==> src/design/ftu_noise_gen.sv <==
// five-stage running-sum noise generator, skewed one stage per cycle
// no package dependencies; driven by the fill counter of ftu_ctrl
module ftu_noise_gen #(
  parameter int GRID_SIZE = 64
) (
  input  logic                             clk_i,
  input  logic                             rst_ni,
  input  logic                             run_i,
  input  logic [$clog2(GRID_SIZE+6)-1:0]   pos_i,
  output logic                             noise_bit_o
);

  localparam int CW = $clog2(GRID_SIZE + 6);

  logic [15:0] gen_q [5];
  logic [4:0]  en;

  // stage i advances while the fill position is in i .. GRID_SIZE+i-1
  always_comb begin
    for (int i = 0; i < 5; i++) begin
      en[i] = run_i && (pos_i >= CW'(i)) && (pos_i < CW'(GRID_SIZE + i));
    end
  end

  always_ff @(posedge clk_i or negedge rst_ni) begin
    if (!rst_ni) begin
      for (int i = 0; i < 5; i++) begin
        gen_q[i] <= 16'd0;
      end
    end else begin
      if (en[0]) begin
        gen_q[0] <= gen_q[0] + 16'd1;
      end
      for (int i = 1; i < 5; i++) begin
        if (en[i]) begin
          gen_q[i] <= gen_q[i] + gen_q[i-1];
        end
      end
    end
  end

  assign noise_bit_o = ^gen_q[4];

endmodule

==> config.mk <==
export PLATFORM = sky130hd
export DESIGN_NAME = ftu_noise_gen
export DESIGN_NICKNAME = d
export VERILOG_FILES = /design/src/design/ftu_noise_gen.sv
export SDC_FILE = /design/constraint.sdc
export NUM_CORES = 1
export LEC_CHECK = 0
export BUFFER_PORTS_ARGS = -buffer_cell sky130_fd_sc_hd__buf_2
export CAP_MARGIN = 10
export CORE_ASPECT_RATIO = 1.25
export CORE_MARGIN = 10
export CORE_UTILIZATION = 30
export CTS_BUF_LIST = sky130_fd_sc_hd__clkbuf_4 sky130_fd_sc_hd__clkbuf_8
export DETAILED_ROUTE_END_ITERATION = 12
export PLACE_DENSITY = 0.41
export SYNTH_ARGS = -nofsm -noshare
export SYNTH_HDL_FRONTEND = slang
export SYNTH_SLANG_ARGS = --single-unit
==> constraint.sdc <==
create_clock -name clk_i -period 2.6 [get_ports clk_i]
set_input_delay 0.52 -clock clk_i [delete_from_list [all_inputs] [get_ports clk_i]]
set_output_delay 0.52 -clock clk_i [all_outputs]
set_load 0.01 [all_outputs]
==> flow_summary.toml <==
[run_status]
status = "finished clean"

[placement]
detailed_place_hpwl_um = 12680
globalplace.congestion = 0.8517
minimum_setup_slack_after_placement_ns = 0.01637
placement.io_buffers = 10

[sta]
max_freq_mhz = 414.7
finalCriticalPeriod_ns = 2.411
rsz0062_at_grt = "no"
finalHoldViolations = 0
final_max_slew_viol_count = 0
layout_setup_ws_ns = 0.1885
worstMarginPinSlew_ns = 0.6059
tns_ns = 0
part_of_the_cycle_the_worst_path_needs = 0.9275
finalClockSkew_ns = 0.01160
setup_violations = 0
maxSlewHeadroom = 0.5918

[setup_path]
worst-setup-path-type = "flop to flop"
critical_path.slowest_cell = "sky130_fd_sc_hd__fa_1"
flop2flop_setup_slack_ns = 0.19
worst-endpoint-required_ns = 2.84
critical_path.reg2reg.endpoint = "gen_q[44]"
critPathArrivalTime_ns = 2.65
cp-end-kind = "flop"
path_cells = "ha_1 -> fa_1 -> a211oi_2 -> o21ai_1 -> a21boi_0 -> buf_4 -> o21ai_0 -> mux2i_1 -> o311ai_0"
crit_path_start_kind = "flop"
timing.reg2reg.worst_path_depth = 9
crit_path_start = "gen_q[32]"
path_max_fanout = 3
critical-path-max-stage-delay_ns = 0.44
rr_startpoint = "gen_q[32]"

[layout]
antenna_diode_count = 0
reg_top3 = "gen_q x80"
finalCoreUtilization = 0.3426
top_library_cells_by_usage_in_the_layout_fill_and_taps_aside = "sky130_fd_sc_hd__nand2_1, sky130_fd_sc_hd__dfrtp_1, sky130_fd_sc_hd__o21ai_0"
fillCellCount = 2137
most_common_cell_after_layout_fill_and_taps_aside = "sky130_fd_sc_hd__nand2_1"
multi_input_comb_area_um2 = 4035
seq_area_um2 = 2002
max_ffs_per_register = 80
final_layout_size_suffix_gt1_frac = 0.1022
area.growth.synth_to_final_pct = 12.14
registers.top_by_ff_count = "gen_q"
finish.net_count = 784

[clocking]
clock_tree.htree_level_count = 3
tritoncts = "built"
clock_buffers_created_by_tritoncts = 9
clock_insertion_delay_worst_skew_ns = 0.38
cts_max_path_buffers = 2
clock_tree.root_cell = "sky130_fd_sc_hd__clkbuf_8"
clk_pin_slew_ns = 0.10
cts.sink_count = 80

[global_route]
antenna_found_initial = 1
first_global_vias = 5290
global_route.usage.total = 0.1226
first_pass_grt_wire_length_um = 26480
grt_max_degree = 49
residual_overflow_from_global_routing = 0

[logic_synthesis]
synth-main-ff-cell = "sky130_fd_sc_hd__dfrtp_1"
synth_async_sr_flop_share = 1.000
synth_cell_type_count = 56
synth_edf_count = 0
number_of_instances_in_the_synthesized_netlist = 689
synth_cell_area_um2 = 6142
yosysWarningCount = 0
synth_seq_area_share = 0.3259
synthesis.nets = 764
flops_latches_synth = 80
syn_area_per_cell_um2 = 8.915

[routing]
drtAntennaViolNets = 0
routed-via-count = 5046
drtIter0Drc = 186
avgViaCountPerCell = 5.128
dr.pass1.iters = 4
avgRoutedWirePerCell_um = 16.21
postRouteWirelength_um = 15950
drc = 0

[floorplan]
core-area_um2 = 20100
die-area_um2 = 26630
die_width_um = 148.0
floorplan.die.height_um = 180.0
initial_core_util = 0.3056
io-pin-count = 11
row_count = 58

[power_and_ir_drop]
p_per_area_nw_per_um2 = 1309
total_leakage_power_uw = 0.003012
reg_power_frac = 0.256
p_sw_uw = 4174
p_sw_frac = 0.4630
power.internal_uw = 4842
irDropWorstVdd_mv = 0.5737
power.share.clock = 0.119
pwr-share-comb = 0.625

[flow_run]
cap_violations = 0

[worst_hold_path]
min_path_type = "primary input to asynchronous set/reset pin"
synthesized netlist by cell type (3+ instances only):
cell,number,area (um^2)
sky130_fd_sc_hd__and2_1,5,31.28
sky130_fd_sc_hd__clkbuf_1,13,48.80
sky130_fd_sc_hd__a21o_1,19,142.6
sky130_fd_sc_hd__and4_1,3,26.28
sky130_fd_sc_hd__o2111ai_1,3,26.28
sky130_fd_sc_hd__nand3_1,22,110.1
sky130_fd_sc_hd__or3_1,4,25.02
sky130_fd_sc_hd__nor3_1,12,60.06
sky130_fd_sc_hd__o211ai_1,8,60.06
sky130_fd_sc_hd__nor4b_1,3,26.28
sky130_fd_sc_hd__and3_1,11,68.82
sky130_fd_sc_hd__buf_2,7,35.03
sky130_fd_sc_hd__o21a_1,8,60.06
sky130_fd_sc_hd__a211o_1,4,35.03
sky130_fd_sc_hd__a211oi_1,16,120.1
sky130_fd_sc_hd__o21ai_0,76,380.4
sky130_fd_sc_hd__a21boi_0,3,22.52
sky130_fd_sc_hd__nor2b_1,4,25.02
sky130_fd_sc_hd__or2_2,3,18.77
sky130_fd_sc_hd__inv_1,12,45.04
sky130_fd_sc_hd__or4_1,3,22.52
sky130_fd_sc_hd__dfrtp_1,80,2002
sky130_fd_sc_hd__nor2_1,32,120.1
sky130_fd_sc_hd__fa_1,4,80.08
sky130_fd_sc_hd__nor3b_1,8,60.06
sky130_fd_sc_hd__xor2_1,28,245.2
sky130_fd_sc_hd__a21oi_1,40,200.2
sky130_fd_sc_hd__nand2_1,84,315.3
sky130_fd_sc_hd__xnor2_1,43,376.6
sky130_fd_sc_hd__mux2_2,7,78.83
sky130_fd_sc_hd__o31ai_1,7,52.55
sky130_fd_sc_hd__nand4_1,10,62.56
sky130_fd_sc_hd__ha_1,61,763.2
sky130_fd_sc_hd__mux2i_1,3,30.03
sky130_fd_sc_hd__a31oi_1,7,43.79
sky130_fd_sc_hd__nand2b_1,4,25.02
sky130_fd_sc_hd__o21bai_1,9,67.56
how the worst max path moves through the flow:
stage,endpoint,slack [ns],depth (start not counted)
finish,gen_q[44],0.19,9
global route,gen_q[44],0.01,9
CTS,gen_q[30],0.02,8
detailed placement,gen_q[44],0.02,9
global placement,gen_q[30],0.02,8
floorplan,gen_q[32],0.21,6
layout make-up:
type / instances / share of cell area
Clock buffer: 10 / 0.01998
Inverter: 12 / 0.006540
Sequential cell: 80 / 0.2906
Timing Repair Buffer: 31 / 0.03597
Multi-Input combinational cell: 575 / 0.5858
Clock inverter: 6 / 0.01199
Tap cell: 270 / 0.04905
power groups by stage:
| stage | sequential (uW) | combinational (uW) | clock, uW |
|---|---|---|---|
| after floorplan | 2120 | 4300 | 0 |
| after global placement | 2340 | 5520 | 0 |
| after detailed placement | 2360 | 5590 | 0 |
| after CTS | 2330 | 5620 | 1130 |
| after global routing | 2400 | 6430 | 1170 |
| final | 2300 | 5640 | 1070 |
kinds of logic after synthesis:
logic type                 after synthesis  share of synthesized area
muxes                                   12                    0.02383
buffers and inverters                   34                    0.02404
AOI/OAI and AO/OA                      214                     0.2170
xor gates and xnor gates                71                     0.1012
DFF                                     80                     0.3259
adders and majority gates               65                     0.1373
and+or+nand+nor                        213                     0.1707
worst max-delay path: cells and delay by family (launching register included):
family | cells | cell delay, ns
AO/OA/AOI/OAI | 5 | 0.86
adder cells (fa/ha/maj) | 2 | 0.67
flip-flops | 1 | 0.41
multiplexers | 1 | 0.18
buffers and inverters | 1 | 0.16
metal layers:
metal	up-vias	global-route usage	part of all wire
li1	2561	-	-
met1	2408	0.1293	0.41
met2	56	0.2350	0.55
met3	19	0.02060	0.024
met4	2	0.04369	0.016
met5	-	0	0.0013
through the flow:
stage | power [uW] | cells | instance area [um^2] | hold slack (ns)
floorplan | 6420 | 689 | 6142 | 0.2244
detailed placement | 7941 | 968 | 6633 | 0.4917
global route | 9997 | 984 | 6888 | 0.1284
finish | 9016 | 984 | 6888 | 0.09340
global placement | 7856 | 968 | 6633 | 0.4860
CTS | 9071 | 984 | 6853 | 0.09247
timing repair:
action	CTS	global route
hold buffers	0	0
pin swaps	0	1
setup endpoints to repair	1	10
gates resized for setup	1	9
setup buffers	0	0
gates cloned	0	0
Power figures use the tool's default switching activity.
