`src/design/ftu_ram.sv`:
```
// generic single write, single read synchronous ram with registered read data
// no dependencies
module ftu_ram #(
  parameter int WIDTH = 8,
  parameter int DEPTH = 64
) (
  input  logic                     clk_i,
  input  logic                     we_i,
  input  logic [$clog2(DEPTH)-1:0] waddr_i,
  input  logic [WIDTH-1:0]         wdata_i,
  input  logic [$clog2(DEPTH)-1:0] raddr_i,
  output logic [WIDTH-1:0]         rdata_o
);

  logic [WIDTH-1:0] mem [DEPTH];
  logic [WIDTH-1:0] rdata_q;

  always_ff @(posedge clk_i) begin
    if (we_i) begin
      mem[waddr_i] <= wdata_i;
    end
    rdata_q <= mem[raddr_i];
  end

  assign rdata_o = rdata_q;

endmodule

```
`config.mk`:
```
export PLATFORM = sky130hd
export DESIGN_NAME = ftu_ram
export DESIGN_NICKNAME = d
export VERILOG_FILES = /design/src/design/ftu_ram.sv
export SDC_FILE = /design/constraint.sdc
export NUM_CORES = 1
export LEC_CHECK = 0
export BUFFER_PORTS_ARGS = -buffer_cell sky130_fd_sc_hd__buf_2
export CAP_MARGIN = 10
export CELL_PAD_IN_SITES_DETAIL_PLACEMENT = 0
export CELL_PAD_IN_SITES_GLOBAL_PLACEMENT = 1
export CORE_ASPECT_RATIO = 1.4
export CORE_MARGIN = 5
export CORE_UTILIZATION = 56
export CTS_CLUSTER_DIAMETER = 80
export DETAILED_ROUTE_END_ITERATION = 7
export PLACE_DENSITY = 0.86
export SLEW_MARGIN = 20
export SYNTH_ARGS = -nofsm -noshare
export SYNTH_HDL_FRONTEND = slang
export SYNTH_SLANG_ARGS = --single-unit
```
`constraint.sdc`:
```
create_clock -name clk_i -period 2.8 [get_ports clk_i]
set_input_delay 0.84 -clock clk_i [delete_from_list [all_inputs] [get_ports clk_i]]
set_output_delay 0.84 -clock clk_i [all_outputs]
set_load 0.01 [all_outputs]
```
==> results of run 1 <==
## power by group through the flow
stage | logic [mW] | clock network [mW] | registers, mW
6_report | 0.908 | 5.86 | 8.63
5_1_grt | 0.961 | 6.26 | 8.63
4_1_cts | 0.909 | 5.94 | 8.63
3_5_place_dp | 0.901 | 0 | 8.80
3_3_place_gp | 0.877 | 0 | 8.80
2_1_floorplan | 0.459 | 0 | 8.80
## final cells by class
| type | count | area share, % |
|---|---|---|
| timing repair buffer | 191 | 6.74 |
| clock buffer | 58 | 5.16 |
| sequential | 520 | 66.5 |
| clock inverter | 20 | 0.675 |
| multi-input combinational | 369 | 18.5 |
| tap | 462 | 2.47 |
## cell families (layout without fill, tap and decap cells)
logic type      after synthesis  count (layout)
flops                       520             520
compound gates               54              54
buf+inv                      51             269
simple gates                153             153
mux                         162             162
## per-layer routing
layer,vias up,wire length [µm]
met5,-,0
li1,4292,-
met4,0,1740
met3,103,3590
met2,516,23700
met1,5292,16900
## state kept, by name (all words and copies together), names as in the netlist
name	cells
rdata_o	8
mem	512
## worst max-delay path, stage by stage
cell and delay (ps):
buf_4 250, buf_4 210, buf_4 230, mux4_2 320, nor2b_1 140, a2111oi_0 630
buf_4 220, o41ai_1 70
## stage by stage
| step | setup TNS [ps] | total power, mW | hold WS, ps | instance area, µm² | utilization [%] |
|---|---|---|---|---|---|
| after global routing | 0 | 15.8 | 725 | 23400 | 65.4 |
| after detailed placement | -1020 | 9.70 | 811 | 22000 | 61.6 |
| after CTS | 0 | 15.5 | 714 | 23400 | 65.4 |
| final | 0 | 15.4 | 721 | 23400 | 65.4 |
| after global placement | -948 | 9.68 | 785 | 22000 | 61.6 |
| after floorplan | 0 | 9.26 | 718 | 20200 | - |
## cell usage in the layout, fill, tap and decap left out, types with 4 or more instances in the layout
master,n
buf_4,148
clkbuf_8,4
o22ai_1,8
clkinv_2,9
nand2b_1,7
nor2_1,83
a221oi_1,6
clkinv_1,5
nand3_1,13
mux4_2,126
mux2i_1,23
buf_12,16
clkbuf_16,45
nor3_1,7
a211oi_1,4
nor2b_1,14
nand2_1,19
o221ai_1,8
edfxtp_1,512
buf_2,26
clkbuf_1,10
mux2_2,13
dfxtp_1,8
## worst paths after layout
path | from | endpoint | slack (ps) | depth (start not counted)
max | raddr_i[1] | rdata_o[5]$_DFF_P_ | 310 | 8
max reg2reg | mem[3][5]$_DFFE_PP_ | rdata_o[5]$_DFF_P_ | 750 | 5
min reg2reg | mem[30][4]$_DFFE_PP_ | rdata_o[4]$_DFF_P_ | 820 | 3
min | wdata_i[1] | mem[8][1]$_DFFE_PP_ | 720 | 1
==> impl_results.md, run 1 <==
- Synth Warn #: 0
- Seq/Total Area, Yosys: between 70% and 80%
- Category of the worst setup path launch point: input port
- Met2 track demand over resource: 40.1%
- Data required, critical path: 3230 ps
- Overall routed net length: 45900 µm
- Max-slew violation count: 0
- Fill count: 2209
- DP HPWL: 29400 µm
- Count of buffers from port buffering: 29
- Ys flop type: edfxtp_1
- Largest voltage drop on the vdd net: 0.408 mV
- Gate power share: under 10%
- Clock-pin slew reported for the worst setup and hold paths after clock tree synthesis: 70 ps
- Int Power: 12.2 mW
- Pre-CTS setup slack: -273 ps
- Number of global-route vias before repair: 10600
- Biggest area contributors in the synthesized netlist: edfxtp_1, mux4_2, nor2_1, mux2i_1, dfxtp_1
- Power density over cell area: 659 mW/mm²
- Post-route fraction of the period consumed by the critical path: 89.0%
- Synth async-reset ratio: 0%
- Final #Nets: 1148
- Area growth, synth to finish: 15.9%
- Top Usage Layer GRT: met2
- Critical Path AT: 2920 ps
- Status: finished clean
- Number of enable-type register cells in the synthesized netlist: 512
- Largest family of logic cells by synthesized area: multiplexers
- Count of pins on the block boundary: 30
- Resized cells post-CTS: 0
- Total instance count after detailed placement: 1542
- Synth Area in Adders: 0%
- Most common library cells after synthesis: edfxtp_1, mux4_2, nor2_1
- Drt via density: 6.30
- Kind of critical path: in2reg
- Non-filler cells in the finished layout: 1620
- Top-count cell post-synth: edfxtp_1
- Number of setup buffers added after CTS: 0
- Later-pin clock latency in the skew report: 560 ps
- 1st-pass router iterations: 6
- Xor-xnor portion of the synthesized cell area: 0%
- Antenna diode count: 0
- Met1 GRT Util: 31.4%
- Flop pwr share: 56.1%
- Total number of placement rows: 82
- Mux cell area share after synthesis: 15.9%
- TritonCTS Sinks: 520
- Post-route DRC: 0
- Synth Area in Compound Gates: 2.07%
- Remaining number of nets flagged by the antenna check after routing: 0
- Antenna violations before repair: 0
- Die Footprint: between 0.03 and 0.04 mm²
- Net switching power figure: 3.18 mW
- Area taken by flip-flops and latches: 0.0155 mm²
- Area of the multi-input gates: 0.00432 mm²
- Global-route wire length before repair: about 68000 µm
- Count of mapped cells out of synthesis: 940
- Post-Syn Area per Cell: 21.5 µm²
- Total CTS buffers: 44
- Unrepaired setup endpoints after global routing: no
- Max_cap viols: 0
- Clock root buffer: clkbuf_16
- Endpoints failing setup: 0
- Register bit count reported by yosys: 520
- Kind of end point of the critical path: register
- Maximum fanout along the worst path: 11
- Final worst clock skew: 12.6 ps
- Pin slew with the least headroom to its limit: 667 ps
- Number of buffers inserted by hold repair at cts: 0
- Die outline width: about 170 µm
- Core region area: 0.0357 mm²
- Class of the most critical hold timing path: in2reg
- Post-synthesis cell area: 0.0202 mm²
- Clock network fraction of design power: 38.1%
- Largest area contributor in the netlist: edfxtp_1
- Maximum root-to-sink buffer count: 3
- GRT Overall Usage: 23.7%
- Area share of the leading cell type in the synthesized netlist: 76.2%
- DR iter-0 viols: between 1000 and 1500
- Switching share of power: between 20% and 30%
- Setup slack of the critical path after layout: 308 ps
- Initial Utilization: 56.5%
- Count of final hold-check violations: 0
- Worst slew margin relative to its limit: 54.4%
- Global placement routability congestion: 0.840
- Chip height: 235 µm
- Clock period minus final worst setup slack: 2490 ps
- Leakage power total: 7.64 nW
- F_max: 0.401 GHz
- Routed len/inst: 28.3 µm
- Cell variety after synth: 40
- Total global routing overflow: 0
- Share of layout cells above drive strength 1: between 30% and 40%
- Maximum number of pins on one net before global-route repair: 65
- CTS tree: done
- Met3 track utilization from global routing: ~4%
- Total vias in the final route: 10200
- Net count of the mapped netlist: 962
- Deepest level of the CTS H-tree: 2
- Synthesized-area fraction occupied by and/or/nand/nor cells: 3.39%
Note: power is estimated with default switching activity, not from simulation.
==> run 2, diff against run 1 <==
Settings changed: CELL_PAD_IN_SITES_DETAIL_PLACEMENT 0 to default, CELL_PAD_IN_SITES_GLOBAL_PLACEMENT 1 to default, PLACE_DENSITY 0.86 to 0.82.
Clock period 2.8 ns to 2.16 ns, I/O delays scaled along.
==> run 2 against run 1 <==
Against the previous run:
- largest power group unchanged
- via count rose by 2.2%
- non-clock buffer count unchanged
- clock power up 44%
- flip-flop and latch count unchanged
- global-route usage up 0.68 points
- sequential power grew 30%
- core utilization increased by 0.44 points
- worst setup slack worse by 260 ps
- power increased by 35%
- first-iteration DRC count increased by 3.2%
- cell area up 0.67%
==> impl_results.md, run 2 (same netlist as run 1, synthesis figures left out) <==
- Share of layout cells above drive strength 1: 34.6% (was 34.1%)
- Unrepaired setup endpoints after global routing: no (unchanged)
- Antenna diode count: 0 (unchanged)
- Core region area: 0.0357 mm² (unchanged)
- Kind of end point of the critical path: register (unchanged)
- Status: finished clean (unchanged)
- Kind of critical path: in2reg (unchanged)
- Remaining number of nets flagged by the antenna check after routing: 0 (unchanged)
- Maximum root-to-sink buffer count: 3 (unchanged)
- Endpoints failing setup: 0 (unchanged)
- Initial Utilization: 56.5% (unchanged)
- Category of the worst setup path launch point: input port (unchanged)
- Final core utilization: 65.9% (was 65.4%)
- Count of final hold-check violations: 0 (unchanged)
- Clock period minus final worst setup slack: roughly 2100 ps
- Maximum number of pins on one net before global-route repair: 65 (unchanged)
- Final #Nets: 1149 (was 1148)
- Total vias in the final route: 10400 (was 10200)
- Clock-pin slew reported for the worst setup and hold paths after clock tree synthesis: 70 ps (about the same)
- Power density over cell area: 883 mW/mm² (was 659 mW/mm²)
- Total number of placement rows: 82 (unchanged)
- Post-route fraction of the period consumed by the critical path: 97.8%
- Overall routed net length: 47300 µm (was 45900 µm)
- Commonest non-fill, non-tap cells in the layout: edfxtp_1, buf_4, mux4_2 (unchanged)
- DR iter-0 viols: 1240 (was 1202)
- Post-route DRC: 0 (unchanged)
- Setup TNS: 0 ps (unchanged)
- Number of global-route vias before repair: 10900 (was 10600)
- Number of buffers inserted by hold repair at cts: 0 (unchanged)
- Most common cell after layout, fill and taps aside: edfxtp_1 (unchanged)
- Total CTS buffers: 45 (was 44)
- Final worst clock skew: 18.1 ps (was 12.6 ps)
- Total global routing overflow: 0 (unchanged)
- Area growth, synth to finish: 16.6% (was 15.9%)
- Max_cap viols: 0 (unchanged)
- Pin slew with the least headroom to its limit: 726 ps (was 667 ps)
- Antenna violations before repair: 1 (was 0)
- Die Footprint: 0.0400 mm² (unchanged)
- F_max: ~0.47 GHz
- Die outline width: 170 µm (unchanged)
- Later-pin clock latency in the skew report: 570 ps (was 560 ps)
- Count of buffers from port buffering: 29 (unchanged)
- DP HPWL: 29900 µm (was 29400 µm)
- Largest register by flop count: mem (unchanged)
- Data required, critical path: 2620 ps (was 3230 ps)
- Deepest level of the CTS H-tree: 2 (unchanged)
- Chip height: 235 µm (unchanged)
- Leakage power total: 7.70 nW (was 7.64 nW)
- Drt via density: 6.42 (was 6.30)
- Count of pins on the block boundary: 30 (unchanged)
- Worst slew margin relative to its limit: 51.6% (was 54.4%)
- Max-slew violation count: 0 (unchanged)
- Register-to-register setup slack: 180 ps (was 750 ps)
- 1st-pass router iterations: 5 (was 6)
- Global placement routability congestion: 0.924 (was 0.840)
- Number of flip-flops under the largest register name: 512 (unchanged)
- Routed len/inst: 29.1 µm (was 28.3 µm)
- TritonCTS Sinks: 520 (unchanged)
- Class of the most critical hold timing path: in2reg (unchanged)
- Maximum fanout along the worst path: 21 (was 11)
- CTS tree: done (unchanged)
- Critical Path AT: 2580 ps (was 2920 ps)
- Global-route wire length before repair: 70200 µm (was 68400 µm)
- Clock root buffer: clkbuf_16 (unchanged)
- Largest voltage drop on the vdd net: 0.567 mV (was 0.408 mV)
- GRT Overall Usage: 24.3% (was 23.7%)
==> run 2: where the power goes <==
group	total [mW]	leakage (nW)	internal, mW	switching [mW]
combinational	1.17	2.28	0.498	0.673
clock	8.41	0.745	4.83	3.57
sequential	11.2	4.67	11.2	0.0365
total	20.8	7.70	16.5	4.28
==> run 2: area by class of cell <==
| cell class | instances | area (µm²) |
|---|---|---|
| sequential | 520 | 15500 |
| fill | 2163 | 12200 |
| multi-input combinational | 369 | 4330 |
| timing repair buffer | 191 | 1540 |
| clock buffer | 53 | 1200 |
| tap | 462 | 578 |
| clock inverter | 30 | 340 |
==> run 2: worst max-delay path: stages <==
cell and delay (ps):
clkbuf_8 190, buf_12 190, buf_12 170, mux4_2 350
nor2_1 40, nor4_1 430, buf_4 190, nor3_2 40
o32ai_1 310
==> run 2: timing repair <==
| action | CTS | global route |
|---|---|---|
| resized for setup | 0 | 4 |
| setup endpoints to repair | 0 | 6 |
| buffers inserted | 0 | 3 |
==> run 2: through the flow <==
stage / cells / cell area, µm² / worst slack, ps / power, mW / hold slack [ps]
6_report: 1625 / 23500 / 47.4 / 20.8 / 517
5_1_grt: 1625 / 23500 / 16.7 / 21.4 / 548
4_1_cts: 1622 / 23500 / 28.5 / 20.9 / 487
3_5_place_dp: 1539 / 21900 / -544 / 12.6 / 793
3_3_place_gp: 1539 / 21900 / -622 / 12.5 / 791
2_1_floorplan: 940 / 20200 / -36.5 / 12.0 / 718
==> run 2: routing by layer <==
layer	track usage, %	share of wire (%)	vias up
met2	42.6	53	595
met5	0	0	-
met1	29.5	34	5405
met4	12.2	5.2	0
li1	-	-	4294
met3	3.90	8.0	132
==> run 2: path summary, 6_finish.rpt <==
kind                                      startpoint                 end  cells after the start
worst max register to register  mem[47][1]$_DFFE_PP_  rdata_o[1]$_DFF_P_                      5
worst min register to register  mem[18][2]$_DFFE_PP_  rdata_o[2]$_DFF_P_                      4
worst max-delay path                      raddr_i[0]  rdata_o[6]$_DFF_P_                      9
worst min-delay path                      raddr_i[5]  rdata_o[2]$_DFF_P_                      3
==> run 3, diff against run 2 <==
Settings changed: CORE_ASPECT_RATIO 1.4 to 0.9.
==> run 3 against run 2 <==
Against the previous run:
- sequential power barely moved
- flip-flop and latch count stayed put
- global-route usage is 0.76 points lower
- critical endpoint is now rdata_o[3]$_DFF_P_
- power fell by 2.7%
- critical path depth decreased by 2
- non-clock buffer count decreased by 5
- final cell count increased by 0.86%
- fmax is 0.20% higher
- worst setup slack improved by 4.2 ps
- highest routed layer is now met5
==> impl_results.md, run 3 (same netlist as run 1, synthesis figures left out) <==
- Final worst clock skew: 19.8 ps (was 18.1 ps)
- Initial Utilization: 56.3% (was 56.5%)
- Clock period minus final worst setup slack: 2110 ps (about the same)
- Class of the most critical hold timing path: in2reg (unchanged)
- Kind of end point of the critical path: register (unchanged)
- Setup slack of the critical path after layout: 51.6 ps (was 47.4 ps)
- Data required, critical path: 2590 ps (was 2620 ps)
- Critical Path AT: 2540 ps (was 2580 ps)
- Pre-CTS setup slack: -549 ps (was -544 ps)
- Total number of placement rows: 66 (was 82)
- Count of buffers from port buffering: 29 (unchanged)
- Reg2reg start: mem[25][4]$_DFFE_PP_ (was mem[47][1]$_DFFE_PP_)
- Global-route wire length before repair: 69700 µm (was 70200 µm)
- Final-layout worst hold slack: 571 ps (was 517 ps)
- F_max: 0.474 GHz (was 0.473 GHz)
- Clock-pin slew reported for the worst setup and hold paths after clock tree synthesis: 70 ps (about the same)
- Power density over cell area: 865 mW/mm² (was 883 mW/mm²)
- Setup TNS: 0 ps (unchanged)
- Cell type with the highest occurrence count on the critical path: buf_4 (was buf_12)
- Chain of cells forming the critical path: buf_4 -> buf_4 -> mux4_2 -> nor2b_1 -> a2111oi_1 -> buf_4 -> o41ai_1 (was clkbuf_8 -> buf_12 -> buf_12 -> mux4_2 -> nor2_1 -> nor4_1 -> buf_4 -> nor3_2 -> o32ai_1)
- Area of the multi-input gates: 0.00432 mm² (was 0.00433 mm²)
- Total global routing overflow: 0 (unchanged)
- Die outline width: 210 µm (was 170 µm)
- CTS tree: done (unchanged)
- Hold path start: raddr_i[5] (unchanged)
- Post-route DRC: 0 (unchanged)
- Largest register by flop count: mem (unchanged)
- Status: finished clean (unchanged)
- Area growth, synth to finish: 15.8% (was 16.6%)
- Final #Nets: 1146 (was 1149)
- Total CTS buffers: 47 (was 45)
- Met3 track utilization from global routing: 5.85% (was 3.90%)
- Deepest level of the CTS H-tree: 2 (unchanged)
- Die Footprint: 0.0399 mm² (was 0.0400 mm²)
- Chip height: 190 µm (was 235 µm)
- Count of pins on the block boundary: 30 (unchanged)
- Number of flip-flops under the largest register name: 512 (unchanged)
- CP peak stage delay: 490 ps (was 430 ps)
- Routed len/inst: 28.3 µm (was 29.1 µm)
- Max_cap viols: 0 (unchanged)
- Post-route fraction of the period consumed by the critical path: 97.6% (was 97.8%)
- DP HPWL: 29200 µm (was 29900 µm)
- Final core utilization: 65.1% (was 65.9%)
- Clock root buffer: clkbuf_16 (unchanged)
- Count of final hold-check violations: 0 (unchanged)
- Top Usage Layer GRT: met2 (unchanged)
- Most common cell after layout, fill and taps aside: edfxtp_1 (unchanged)
- Worst slew margin relative to its limit: 42.8% (was 51.6%)
- Leakage power total: 7.61 nW (was 7.70 nW)
- Maximum root-to-sink buffer count: 3 (unchanged)
- Global placement routability congestion: 0.881 (was 0.924)
- Core region area: 0.0358 mm² (was 0.0357 mm²)
- Start point of the critical path: raddr_i[1] (was raddr_i[0])
- Worst path slowest cell: a2111oi_1 (was nor4_1)
- Overall routed net length: 46300 µm (was 47300 µm)
- Maximum fanout along the worst path: 19 (was 21)
- TritonCTS Sinks: 520 (unchanged)
- 1st-pass router iterations: 5 (unchanged)
- Endpoints failing setup: 0 (unchanged)
- Pin slew with the least headroom to its limit: 858 ps (was 726 ps)
- Antenna violations before repair: 4 (was 1)
- Kind of critical path: in2reg (unchanged)
- Number of global-route vias before repair: 11000 (was 10900)
- Number of buffers inserted by hold repair at cts: 0 (unchanged)
- Remaining number of nets flagged by the antenna check after routing: 0 (unchanged)
- GRT Overall Usage: 23.6% (was 24.3%)
- Max-slew violation count: 0 (unchanged)
- Met1 GRT Util: 32.7% (was 29.5%)
- Later-pin clock latency in the skew report: 560 ps (was 570 ps)
- Area taken by flip-flops and latches: 0.0155 mm² (unchanged)
- Met2 track demand over resource: 37.3% (was 42.6%)
- Largest voltage drop on the vdd net: 0.675 mV (was 0.567 mV)
- Total vias in the final route: 10400 (about the same)
- DR iter-0 viols: 1394 (was 1240)
- Maximum number of pins on one net before global-route repair: 65 (unchanged)
- Drt via density: 6.37 (was 6.42)
- Fill count: 2226 (was 2163)
- Share of layout cells above drive strength 1: 33.6% (was 34.6%)
- Category of the worst setup path launch point: input port (unchanged)
- Commonest non-fill, non-tap cells in the layout: edfxtp_1, buf_4, mux4_2 (unchanged)
[run 3: changes by cell type in the layout (fill, tap and decap cells not counted), sizes merged]
| cell | before | now |
|---|---|---|
| inv | 2 | 0 |
| buf | 190 | 186 |
| clkbuf | 54 | 59 |
| bufinv | 7 | 2 |
| clkinv | 18 | 22 |
| diode | 0 | 4 |
| clkinvlp | 3 | 1 |
[run 3: path summary, 6_finish.rpt]
check,end,slack [ps],depth (start not counted)
max,rdata_o[3]$_DFF_P_,50,7
min,rdata_o[6]$_DFF_P_,570,3
max reg2reg,rdata_o[4]$_DFF_P_,130,6
min reg2reg,rdata_o[6]$_DFF_P_,850,3
[run 3: layout make-up]
| type | instances | area share (%) |
|---|---|---|
| diodes | 4 | 0.0429 |
| clock buffers | 59 | 5.41 |
| clock inverters | 25 | 0.707 |
| multi-input cells | 369 | 18.5 |
| flip-flops and latches | 520 | 66.5 |
| well taps | 476 | 2.55 |
| repair buffers | 186 | 6.23 |
[run 3: layer usage]
metal  share of wire, %  up-vias
li1                   -     4293
met1                 37     5337
met2                 48      684
met3                 11      125
met4                3.6        2
met5              0.039        -
[run 3: report_power, final]
group | internal (mW) | switching (mW) | total (mW)
Sequential | 11.2 | 0.0384 | 11.2
Combinational | 0.481 | 0.683 | 1.16
Clock | 4.37 | 3.47 | 7.83
[run 3: worst max-delay path, delay by kind of cell]
kind	cells	cell delay, ps
AND/OR/NAND/NOR	1	160
buffers and inverters	3	810
multiplexers	1	340
AO/OA/AOI/OAI	2	560
[run 3: metrics by stage]
stage          power (mW)  instance area, µm²  instances
3_5_place_dp         12.6               21900       1551
6_report             20.2               23300       1639
4_1_cts              20.3               23300       1635
5_1_grt              20.8               23300       1638
3_3_place_gp         12.5               21900       1551
2_1_floorplan        12.0               20200        940
[run 3: repair_timing]
item | 4_1_cts | 5_1_grt
buffers inserted | 0 | 0
endpoints found under the setup margin | 0 | 5
resized for setup | 0 | 7
