**config.mk**
```make
export PLATFORM = sky130hd
export DESIGN_NAME = ftu_ctrl
export DESIGN_NICKNAME = d
export VERILOG_FILES = /design/src/design/ftu_pkg.sv /design/src/design/ftu_ctrl.sv
export SDC_FILE = /design/constraint.sdc
export NUM_CORES = 1
export LEC_CHECK = 0
export BUFFER_PORTS_ARGS = -buffer_cell sky130_fd_sc_hd__clkbuf_2
export CORE_MARGIN = 10
export CORE_UTILIZATION = 45
export CTS_BUF_LIST = sky130_fd_sc_hd__clkbuf_8 sky130_fd_sc_hd__clkbuf_16
export DETAILED_ROUTE_END_ITERATION = 8
export PLACE_DENSITY_LB_ADDON = 0.15
export SETUP_SLACK_MARGIN = 0.05
export SYNTH_ARGS = -nofsm -noshare
export SYNTH_HDL_FRONTEND = slang
export SYNTH_SLANG_ARGS = --single-unit
```
**constraint.sdc**
```tcl
create_clock -name clk_i -period 6 [get_ports clk_i]
set_input_delay 1.2 -clock clk_i [delete_from_list [all_inputs] [get_ports clk_i]]
set_output_delay 1.2 -clock clk_i [all_outputs]
set_load 0.02 [all_outputs]
```
**src/design/ftu_pkg.sv**
```systemverilog
// fire texture update: shared types, constants and the cooling function
// no dependencies; used by ftu_ctrl and the top level
package ftu_pkg;

  typedef enum logic [2:0] {
    ST_CLEAR,
    ST_IDLE,
    ST_READ,
    ST_FILL,
    ST_PASS,
    ST_FLUSH
  } state_e;

  localparam logic [7:0] HOT_RESET = 8'd191;
  localparam logic       MODE_STEP = 1'b0;
  localparam logic       MODE_READ = 1'b1;

  typedef struct packed {
    logic grid;
    logic feed;
    logic noise;
    logic line;
  } mem_we_t;

  // average of self and three lower neighbors, then decay by one
  function automatic logic [7:0] cool(input logic [7:0] self_v, input logic [7:0] l_v,
                                      input logic [7:0] c_v, input logic [7:0] r_v);
    logic [9:0] sum;
    logic [7:0] q;
    sum = {2'b00, self_v} + {2'b00, l_v} + {2'b00, c_v} + {2'b00, r_v};
    q = sum[9:2];
    return (q != 8'd0) ? q - 8'd1 : q;
  endfunction

endpackage

```
**src/design/ftu_ctrl.sv**
```systemverilog
// fire texture update sequencer: clear sweep, texel reads, noise fill and
// row-by-row read-modify-write passes; depends on ftu_pkg
module ftu_ctrl #(
  parameter int GRID_SIZE = 64
) (
  input  logic                                    clk_i,
  input  logic                                    rst_ni,
  input  logic                                    start,
  output logic                                    busy,
  input  logic                                    mode_i,
  input  logic [5:0]                              read_x_i,
  input  logic [5:0]                              read_y_i,
  output logic [7:0]                              texel_o,
  output logic                                    done_o,
  input  logic [7:0]                              hot_i,
  input  logic                                    noise_bit_i,
  output logic                                    fill_run_o,
  output logic [$clog2(GRID_SIZE+6)-1:0]          fill_pos_o,
  output ftu_pkg::mem_we_t                        we_o,
  output logic [$clog2(GRID_SIZE*GRID_SIZE)-1:0]  grid_waddr_o,
  output logic [$clog2(GRID_SIZE*GRID_SIZE)-1:0]  grid_raddr_o,
  output logic [$clog2(GRID_SIZE)-1:0]            feed_waddr_o,
  output logic [$clog2(GRID_SIZE)-1:0]            noise_waddr_o,
  output logic [$clog2(GRID_SIZE)-1:0]            line_waddr_o,
  output logic [$clog2(GRID_SIZE)-1:0]            below_raddr_o,
  output logic [$clog2(GRID_SIZE)-1:0]            line_raddr_o,
  output logic [7:0]                              grid_wdata_o,
  output logic [7:0]                              feed_wdata_o,
  output logic [7:0]                              noise_wdata_o,
  output logic [7:0]                              line_wdata_o,
  input  logic [7:0]                              grid_rdata_i,
  input  logic [7:0]                              feed_rdata_i,
  input  logic [7:0]                              noise_rdata_i,
  input  logic [7:0]                              line_rdata_i
);

  localparam int XW = $clog2(GRID_SIZE);
  localparam int RW = $clog2(GRID_SIZE + 1);
  localparam int AW = $clog2(GRID_SIZE * GRID_SIZE);
  localparam int CW = $clog2(GRID_SIZE + 6);

  localparam logic [CW-1:0] POS_LAST_FILL = CW'(GRID_SIZE + 4);
  localparam logic [CW-1:0] POS_LAST_PASS = CW'(GRID_SIZE + 1);
  localparam logic [CW-1:0] POS_NOISE     = CW'(5);
  localparam logic [CW-1:0] POS_GRID      = CW'(GRID_SIZE);
  localparam logic [CW-1:0] POS_SELF      = CW'(2);
  localparam logic [RW-1:0] ROW_FEED      = RW'(GRID_SIZE - 1);
  localparam logic [RW-1:0] ROW_LAST      = RW'(GRID_SIZE);
  localparam logic [AW-1:0] CLR_LAST      = AW'(GRID_SIZE * GRID_SIZE - 1);
  localparam logic [AW-1:0] CLR_FEED      = AW'(GRID_SIZE);
  localparam logic [AW-1:0] GRID_STRIDE   = AW'(GRID_SIZE);

  // coordinate modulo the grid size by conditional subtraction
  function automatic logic [XW-1:0] fold(input logic [5:0] v);
    logic [8:0] w;
    w = {3'b000, v};
    for (int i = 0; i < 8; i++) begin
      if (w >= 9'(GRID_SIZE)) begin
        w = w - 9'(GRID_SIZE);
      end
    end
    return w[XW-1:0];
  endfunction

  ftu_pkg::state_e state_q, state_d;
  logic [CW-1:0]   pos_q, pos_d;
  logic [RW-1:0]   row_q, row_d;
  logic [AW-1:0]   clr_q, clr_d;
  logic            done_q, done_d;
  logic [7:0]      texel_q, texel_d;

  logic            s1_vld_q, s1_vld_d;
  logic            s1_fill_q, s1_fill_d;
  logic [CW-1:0]   s1_pos_q;
  logic [RW-1:0]   s1_row_q;
  logic [7:0]      win_a_q, win_b_q;

  logic [XW-1:0]   below_idx;
  logic [XW-1:0]   s1_x;
  logic [7:0]      below;
  logic [7:0]      cooled;
  logic [AW-1:0]   read_addr;

  always_ff @(posedge clk_i or negedge rst_ni) begin
    if (!rst_ni) begin
      state_q   <= ftu_pkg::ST_CLEAR;
      pos_q     <= '0;
      row_q     <= '0;
      clr_q     <= '0;
      done_q    <= 1'b0;
      s1_vld_q  <= 1'b0;
      s1_fill_q <= 1'b0;
    end else begin
      state_q   <= state_d;
      pos_q     <= pos_d;
      row_q     <= row_d;
      clr_q     <= clr_d;
      done_q    <= done_d;
      s1_vld_q  <= s1_vld_d;
      s1_fill_q <= s1_fill_d;
    end
  end

  always_ff @(posedge clk_i) begin
    texel_q  <= texel_d;
    s1_pos_q <= pos_q;
    s1_row_q <= row_q;
    if (s1_vld_q && !s1_fill_q) begin
      win_a_q <= win_b_q;
      win_b_q <= below;
    end
  end

  // next state
  always_comb begin
    state_d = state_q;
    case (state_q)
      ftu_pkg::ST_CLEAR: begin
        if (clr_q == CLR_LAST) state_d = ftu_pkg::ST_IDLE;
      end
      ftu_pkg::ST_IDLE: begin
        if (start) begin
          state_d = (mode_i == ftu_pkg::MODE_READ) ? ftu_pkg::ST_READ : ftu_pkg::ST_FILL;
        end
      end
      ftu_pkg::ST_READ: state_d = ftu_pkg::ST_IDLE;
      ftu_pkg::ST_FILL: begin
        if (pos_q == POS_LAST_FILL) state_d = ftu_pkg::ST_PASS;
      end
      ftu_pkg::ST_PASS: begin
        if (pos_q == POS_LAST_PASS && row_q == ROW_LAST) state_d = ftu_pkg::ST_FLUSH;
      end
      ftu_pkg::ST_FLUSH: state_d = ftu_pkg::ST_IDLE;
      default: state_d = ftu_pkg::ST_IDLE;
    endcase
  end

  // lower-row index: wrap-in column, the row, then wrap-out column
  always_comb begin
    if (pos_q == '0) begin
      below_idx = XW'(GRID_SIZE - 1);
    end else if (pos_q == POS_LAST_PASS) begin
      below_idx = '0;
    end else begin
      below_idx = XW'(pos_q - CW'(1));
    end
  end

  assign read_addr = AW'(fold(read_y_i)) * GRID_STRIDE + AW'(fold(read_x_i));
  assign s1_x      = XW'(s1_pos_q - POS_SELF);

  always_comb begin
    if (s1_row_q == ROW_LAST) begin
      below = noise_rdata_i;
    end else if (s1_row_q == ROW_FEED) begin
      below = feed_rdata_i;
    end else begin
      below = grid_rdata_i;
    end
  end

  assign cooled = ftu_pkg::cool(line_rdata_i, win_a_q, win_b_q, below);

  // outputs and counters
  always_comb begin
    pos_d         = pos_q;
    row_d         = row_q;
    clr_d         = clr_q;
    done_d        = 1'b0;
    texel_d       = texel_q;
    s1_vld_d      = 1'b0;
    s1_fill_d     = 1'b0;
    busy          = 1'b1;
    fill_run_o    = 1'b0;
    we_o          = '0;
    grid_raddr_o  = (AW'(row_q) + AW'(1)) * GRID_STRIDE + AW'(below_idx);
    grid_waddr_o  = AW'(s1_row_q) * GRID_STRIDE + AW'(s1_x);
    grid_wdata_o  = cooled;
    feed_waddr_o  = s1_x;
    feed_wdata_o  = cooled;
    noise_waddr_o = XW'(pos_q - POS_NOISE);
    noise_wdata_o = noise_bit_i ? hot_i : 8'd0;
    line_waddr_o  = s1_x;
    line_wdata_o  = win_b_q;
    case (state_q)
      ftu_pkg::ST_CLEAR: begin
        clr_d        = clr_q + AW'(1);
        we_o.grid    = 1'b1;
        grid_waddr_o = clr_q;
        grid_wdata_o = 8'd0;
        we_o.feed    = (clr_q < CLR_FEED);
        feed_waddr_o = XW'(clr_q);
        feed_wdata_o = 8'd0;
      end
      ftu_pkg::ST_IDLE: begin
        busy         = 1'b0;
        pos_d        = '0;
        row_d        = '0;
        grid_raddr_o = read_addr;
      end
      ftu_pkg::ST_READ: begin
        done_d  = 1'b1;
        texel_d = grid_rdata_i;
      end
      ftu_pkg::ST_FILL: begin
        fill_run_o   = 1'b1;
        s1_vld_d     = 1'b1;
        s1_fill_d    = 1'b1;
        grid_raddr_o = AW'(pos_q);
        we_o.noise   = (pos_q >= POS_NOISE);
        pos_d        = (pos_q == POS_LAST_FILL) ? '0 : pos_q + CW'(1);
      end
      ftu_pkg::ST_PASS: begin
        s1_vld_d = 1'b1;
        if (pos_q == POS_LAST_PASS) begin
          pos_d = '0;
          row_d = row_q + RW'(1);
        end else begin
          pos_d = pos_q + CW'(1);
        end
      end
      ftu_pkg::ST_FLUSH: begin
        done_d  = 1'b1;
        texel_d = 8'd0;
      end
      default: begin
        busy = 1'b1;
      end
    endcase

    // second stage: capture the top row, or write back one cooled texel and keep the old lower-row value
    if (s1_vld_q && s1_fill_q) begin
      we_o.line    = (s1_pos_q < POS_GRID);
      line_waddr_o = XW'(s1_pos_q);
      line_wdata_o = grid_rdata_i;
    end else if (s1_vld_q && s1_pos_q >= POS_SELF) begin
      we_o.line = 1'b1;
      if (s1_row_q == ROW_LAST) begin
        we_o.feed = 1'b1;
      end else begin
        we_o.grid = 1'b1;
      end
    end
  end

  assign below_raddr_o = below_idx;
  assign line_raddr_o  = XW'(pos_q - POS_SELF);
  assign fill_pos_o    = pos_q;
  assign done_o        = done_q;
  assign texel_o       = texel_q;

endmodule

```
==> results of run 1 <==
[state kept, by name (all words and copies together) (netlist names)]
register    flops
clr_q          12
texel_o         8
win_a_q         8
s1_vld_q        1
row_q           7
fill_pos_o      7
win_b_q         8
done_o          1
state_q         3
s1_pos_q        7
s1_row_q        7
s1_fill_q       1
[metrics by stage]
| stage | total power [uW] | util [%] |
|---|---|---|
| detailed placement | 3560 | 53.0 |
| CTS | 4090 | 55.6 |
| global placement | 3510 | 53.0 |
| floorplan | 2930 | - |
| finish | 4160 | 56.3 |
| global route | 4490 | 56.3 |
[cell families (layout without fill, tap and decap cells)]
| kind of cell | after synthesis | count (layout) | synth area share, % |
|---|---|---|---|
| and+or+nand+nor | 217 | 217 | 21.6 |
| AOI/OAI and AO/OA | 98 | 98 | 12.0 |
| buffers and inverters | 98 | 250 | 8.46 |
| DFF | 70 | 70 | 34.7 |
| xor gates and xnor gates | 40 | 40 | 6.75 |
| adders and majority gates | 37 | 37 | 11.2 |
| muxes | 26 | 26 | 5.30 |
[layer usage]
layer	up-vias	global-route usage (%)
met5	-	0
met2	119	27.8
li1	2266	-
met4	0	5.29
met1	2177	22.0
met3	18	4.67
[layout make-up]
type | instances | area share (%)
clock buffers | 9 | 3.52
clock inverters | 7 | 0.919
inverters | 60 | 3.52
multi-input cells | 418 | 46.9
flip-flops and latches | 70 | 28.2
well taps | 143 | 2.80
repair buffers | 174 | 14.2
[power by group]
group | switching, uW | total, uW | leakage [uW] | internal, uW
Combinational | 1870 | 2940 | 0.00220 | 1070
Sequential | 112 | 720 | 0.000768 | 608
Clock | 189 | 504 | 0.000149 | 315
[repair_timing]
action | in CTS | in global routing
gates resized for setup | 3 | 14
setup endpoints to repair | 14 | 16
buffers inserted | 0 | 5
pin swaps | 0 | 11
hold endpoints to repair | 0 | 0
[path summary, 6_finish.rpt]
kind / startpoint / end / slack (ps) / cells past startpoint
worst min register to register: row_q[6]$_DFFE_PN0P_ / s1_row_q[6]$_DFF_P_ / 430 / 0
max in group asynchronous: rst_ni / row_q[6]$_DFFE_PN0P_ / 4500 / 1
worst max-delay path: line_rdata_i[1] / feed_wdata_o[6] / 120 / 16
worst min-delay path: row_q[6]$_DFFE_PN0P_ / s1_row_q[6]$_DFF_P_ / 430 / 0
worst max register to register: fill_pos_o[3]$_DFFE_PN0N_ / state_q[1]$_DFFE_PN0P_ / 3090 / 6
min in group asynchronous: rst_ni / clr_q[1]$_DFFE_PN0P_ / 970 / 1
[synthesized netlist by cell type, drive strengths merged, types with 3 or more instances]
library cell / number / area, um^2
nand2b: 8 / 57.6
dfrtp: 32 / 801
and4: 4 / 35.0
fa: 16 / 320
a21o: 9 / 67.6
mux2: 9 / 105
mux2i: 17 / 170
dfxtp: 14 / 280
and2: 19 / 119
xor2: 11 / 96.3
or3: 4 / 25.0
nand3b: 7 / 52.6
xnor2: 29 / 254
nand4: 8 / 56.3
buf: 19 / 143
a21oi: 25 / 125
o21ai: 40 / 200
nand2: 70 / 263
nand3: 16 / 85.1
nor4: 6 / 52.6
clkbuf: 19 / 71.3
edfxtp: 24 / 721
inv: 60 / 225
nor3: 14 / 81.3
nor2b: 3 / 18.8
ha: 21 / 263
and3: 6 / 37.5
nor2: 44 / 165
==> metrics, run 1 <==
Hold Slack=between 400 and 500 ps; placed cells=860; period utilization=98.0%; hold_buf cts=0; cell family with the largest share of critical-path delay=adder cells; status=finished, final reports clean; Yosys warnings=0; clock sinks=70; max-slew violations=0; setup violators final=0; Initial DRC Count=307; boundary pin count=165; Initial DRT Pass Iterations=5; prevailing post-synth register cell=dfrtp_1; Initial Util=45.6%; setup TNS=0 ps; diode count=0; CTS Root Cell=clkbuf_16; fraction of registers with async set or reset after synthesis=between 40% and 50%; Post-Layout Cell Count=881; Via Count=between 4000 and 5000; Area Growth Syn to Fin=23.2%; Max-slew headroom=40.4%; clock insertion delay at the later pin of the skew report=330 ps; Placed Area=roughly 6000 um^2; die area=16200 um^2; syn_nets=680; Arr. time, crit path=4680 ps; H-Tree Depth=3; Setup WS pre-CTS=between 20 and 25 ps; VDD IR-drop max=0.746 mV; CP required=4800 ps; PortBufs=approximately 160; post-route setup slack=118 ps; Reg area=1800 um^2; Hold Vio Cnt, Final=0; met3 routed WL=roughly 780 um; DR WL met2=7090 um; Least-Margin Pin Slew=between 800 and 900 ps; register area share after synthesis=34.7%; Fillers=between 1000 and 1500; Antenna Violating Nets Remaining=0; FMAX=0.170 GHz; Worst Path Buf+Inv=4; Post-Route WL=~14000 um; pin count of the biggest net entering global routing=33; min cycle time layout=5880 ps; Congestion Overflow GR=0; die span in x=127 um; vias per std cell=5.20; post-synthesis cell area=5190 um^2; CP Launch Type=primary input; skew final=between 4 and 5 ps; first-pass GRT wire length=23100 um; hpwl dp=11500 um; vias in the first global route=4631; FF+latch count, synth=70; # rows=39; Min-Delay Path Class=register to register; placer congestion estimate=0.866; Crit Path Class=primary input to primary output; crit-path max cell delay=between 400 and 500 ps; average wire per standard cell=~16 um; Netlist cell types=62; leakage=0.00311 uW; DRT met1 WL=6360 um; Worst-path clk slew=50 ps; multi-input logic area=3000 um^2; most frequent cells in the layout=clkbuf_2, nand2_1, inv_1, nor2_1, o21ai_0; average cell area after synthesis=between 8 and 9 um^2; Core Region=roughly 11000 um^2; RSZ-0062 raised after global routing=true; drt drc=0; CTS Buf Count=9; cells after synthesis=586; EDFF count, synth=24; GRT Util Overall=17.2%; layout cells sized above 1=between 20% and 30%; worst-path cell chain=buf_6, inv_2, fa_1, inv_1, fa_1, nand2_2, a311oi_4, fa_2, a21o_1, a221o_1, a221o_1, nand2_1, and4b_1, xnor2_1, nor3_2, buf_4; Crit. End Element=primary output; Die Span Y=~130 um; top sig layer=met4; initial antenna violation count=0; commonest non-fill, non-tap cell in the layout=clkbuf_2; Layout Nets=827; slowest CP cell=fa_1; max_cap viols=0; maximum clock path buffer count=2; crit path max fanout=4; Pwr Density=651 nW/um^2; TritonCTS clock tree=built; Final Cell Area=6400 um^2
Power figures use the tool's default switching activity.
==> run 2: changes to the inputs <==
--- a/config.mk
+++ b/config.mk
@@ -7,7 +7,7 @@
 export LEC_CHECK = 0
 export BUFFER_PORTS_ARGS = -buffer_cell sky130_fd_sc_hd__clkbuf_2
 export CORE_MARGIN = 10
-export CORE_UTILIZATION = 45
+export CORE_UTILIZATION = 52
 export CTS_BUF_LIST = sky130_fd_sc_hd__clkbuf_8 sky130_fd_sc_hd__clkbuf_16
 export DETAILED_ROUTE_END_ITERATION = 8
 export PLACE_DENSITY_LB_ADDON = 0.15
==> run 2 against run 1 <==
Sequential share of layout area up 0.43 points. Setup slack worse by 56 ps. Clock power down 25%. Clock skew up 2.7 ps. Fmax down 0.95%. Largest cell class unchanged.
==> metrics, run 2 (synthesis results as in run 1) <==
status=finished, final reports clean; Via Count=between 4000 and 5000; Max-slew headroom=40.2%; leakage=0.00307 uW; Initial DRT Pass Iterations=5; Crit. End Element=primary output; Reg with most FFs=clr_q; Largest register FFs=12; crit path max fanout=4; skew final=7.38 ps; Hold Vio Cnt, Final=0; Initial Util=53.3%; Arr. time, crit path=4740 ps; min cycle time layout=5940 ps; die span in x=120 um; Post-Route WL=around 14000 um; VDD IR-drop max=0.548 mV; Congestion Overflow GR=0; Area Growth Syn to Fin=21.4%; setup violators final=0; Least-Margin Pin Slew=898 ps; period utilization=a little over nine tenths; Layout Utilization=between 60% and 70%; Worst-path clk slew=70 ps; vias per std cell=5.25; H-Tree Depth=3; PortBufs=164; CTS Root Cell=clkbuf_8; TritonCTS clock tree=built; maximum clock path buffer count=2; CP Launch Type=primary input; initial antenna violation count=0; Antenna Violating Nets Remaining=0; CP required=4800 ps; drt drc=0; diode count=0; commonest non-fill, non-tap cell in the layout=clkbuf_2; max-slew violations=0; Core Region=9730 um^2; clock sinks=70; placer congestion estimate=roughly 0.88; Initial DRC Count=320; layout cells sized above 1=30.1%; clock insertion delay at the later pin of the skew report=350 ps; vias in the first global route=4714; boundary pin count=165; CTS Buf Count=9; RSZ-0062 raised after global routing=true; most frequent cells in the layout=clkbuf_2, nand2_1, inv_1, nor2_1, o21ai_0; FMAX=0.168 GHz; hpwl dp=11300 um; Layout Nets=826; Min-Delay Path Class=register to register; Crit Path Class=primary input to primary output; pin count of the biggest net entering global routing=33; Pwr Density=around 640 nW/um^2; Die Span Y=120 um; die area=14400 um^2; average wire per standard cell=16.5 um; GRT Util Overall=19.3%; # rows=36; Hold Slack=445 ps; max_cap viols=0; first-pass GRT wire length=around 23000 um
==> run 2: through the flow <==
stage               worst slack [ps]  std cells  setup TNS (ps)  area, um^2  total power [uW]
floorplan                      -15.1        586           -45.4        5200              2930
detailed placement              39.7        851               0        6020              3550
global placement                 167        851               0        6020              3500
CTS                             64.4        867               0        6220              3940
global route                   -93.4        870            -185        6300              4340
finish                          61.9        870               0        6300              4020
==> run 2: power breakdown <==
| part | internal (uW) | total [uW] | switching [uW] |
|---|---|---|---|
| clock network | 199 | 376 | 177 |
| logic | 1060 | 2920 | 1860 |
| registers | 607 | 721 | 115 |
| total | 1870 | 4020 | 2150 |
==> run 2: path summary, 6_finish.rpt <==
check / cells after the start / from / slack (ps) / end
min in group asynchronous: 1 / rst_ni / 940 / clr_q[0]$_DFFE_PN0P_
max reg2reg: 6 / fill_pos_o[3]$_DFFE_PN0N_ / 3060 / state_q[1]$_DFFE_PN0P_
max in group asynchronous: 1 / rst_ni / 4530 / fill_pos_o[4]$_DFFE_PN0N_
min reg2reg: 0 / row_q[6]$_DFFE_PN0P_ / 450 / s1_row_q[6]$_DFF_P_
max: 16 / line_rdata_i[1] / 60 / feed_wdata_o[6]
min: 0 / row_q[6]$_DFFE_PN0P_ / 450 / s1_row_q[6]$_DFF_P_
==> run 2: worst max-delay path: stages <==
cell	delay, ps
buf_6	70
inv_2	30
fa_1	470
inv_1	60
fa_1	500
nand2_2	110
a311oi_4	50
fa_2	430
a21o_1	190
a221o_1	340
a221o_1	430
nand2_1	80
and4b_1	210
xnor2_2	140
nor3_2	240
buf_4	180
==> run 2: final cells by class <==
type | count | area [um^2]
clock inverters | 6 | 55.1
multi-input cells | 418 | 3020
inverters | 60 | 225
well taps | 133 | 166
clock buffers | 10 | 138
fillers | 877 | 3430
flip-flops and latches | 70 | 1800
repair buffers | 173 | 900
==> run 2: metal layers <==
layer | vias up | global-route usage, % | part of all wire (%)
met4 | 0 | 6.03 | 1.4
li1 | 2269 | - | -
met5 | - | 0 | 0
met3 | 16 | 5.63 | 5.6
met2 | 145 | 31.8 | 48
met1 | 2137 | 24.0 | 45
==> run 2: timing repair <==
action                                  CTS  global route
cloned                                    0             0
hold buffers                              0             0
pin swaps                                 0            11
gates resized for setup                   3            17
setup buffers                             0             3
endpoints found under the setup margin    8            16
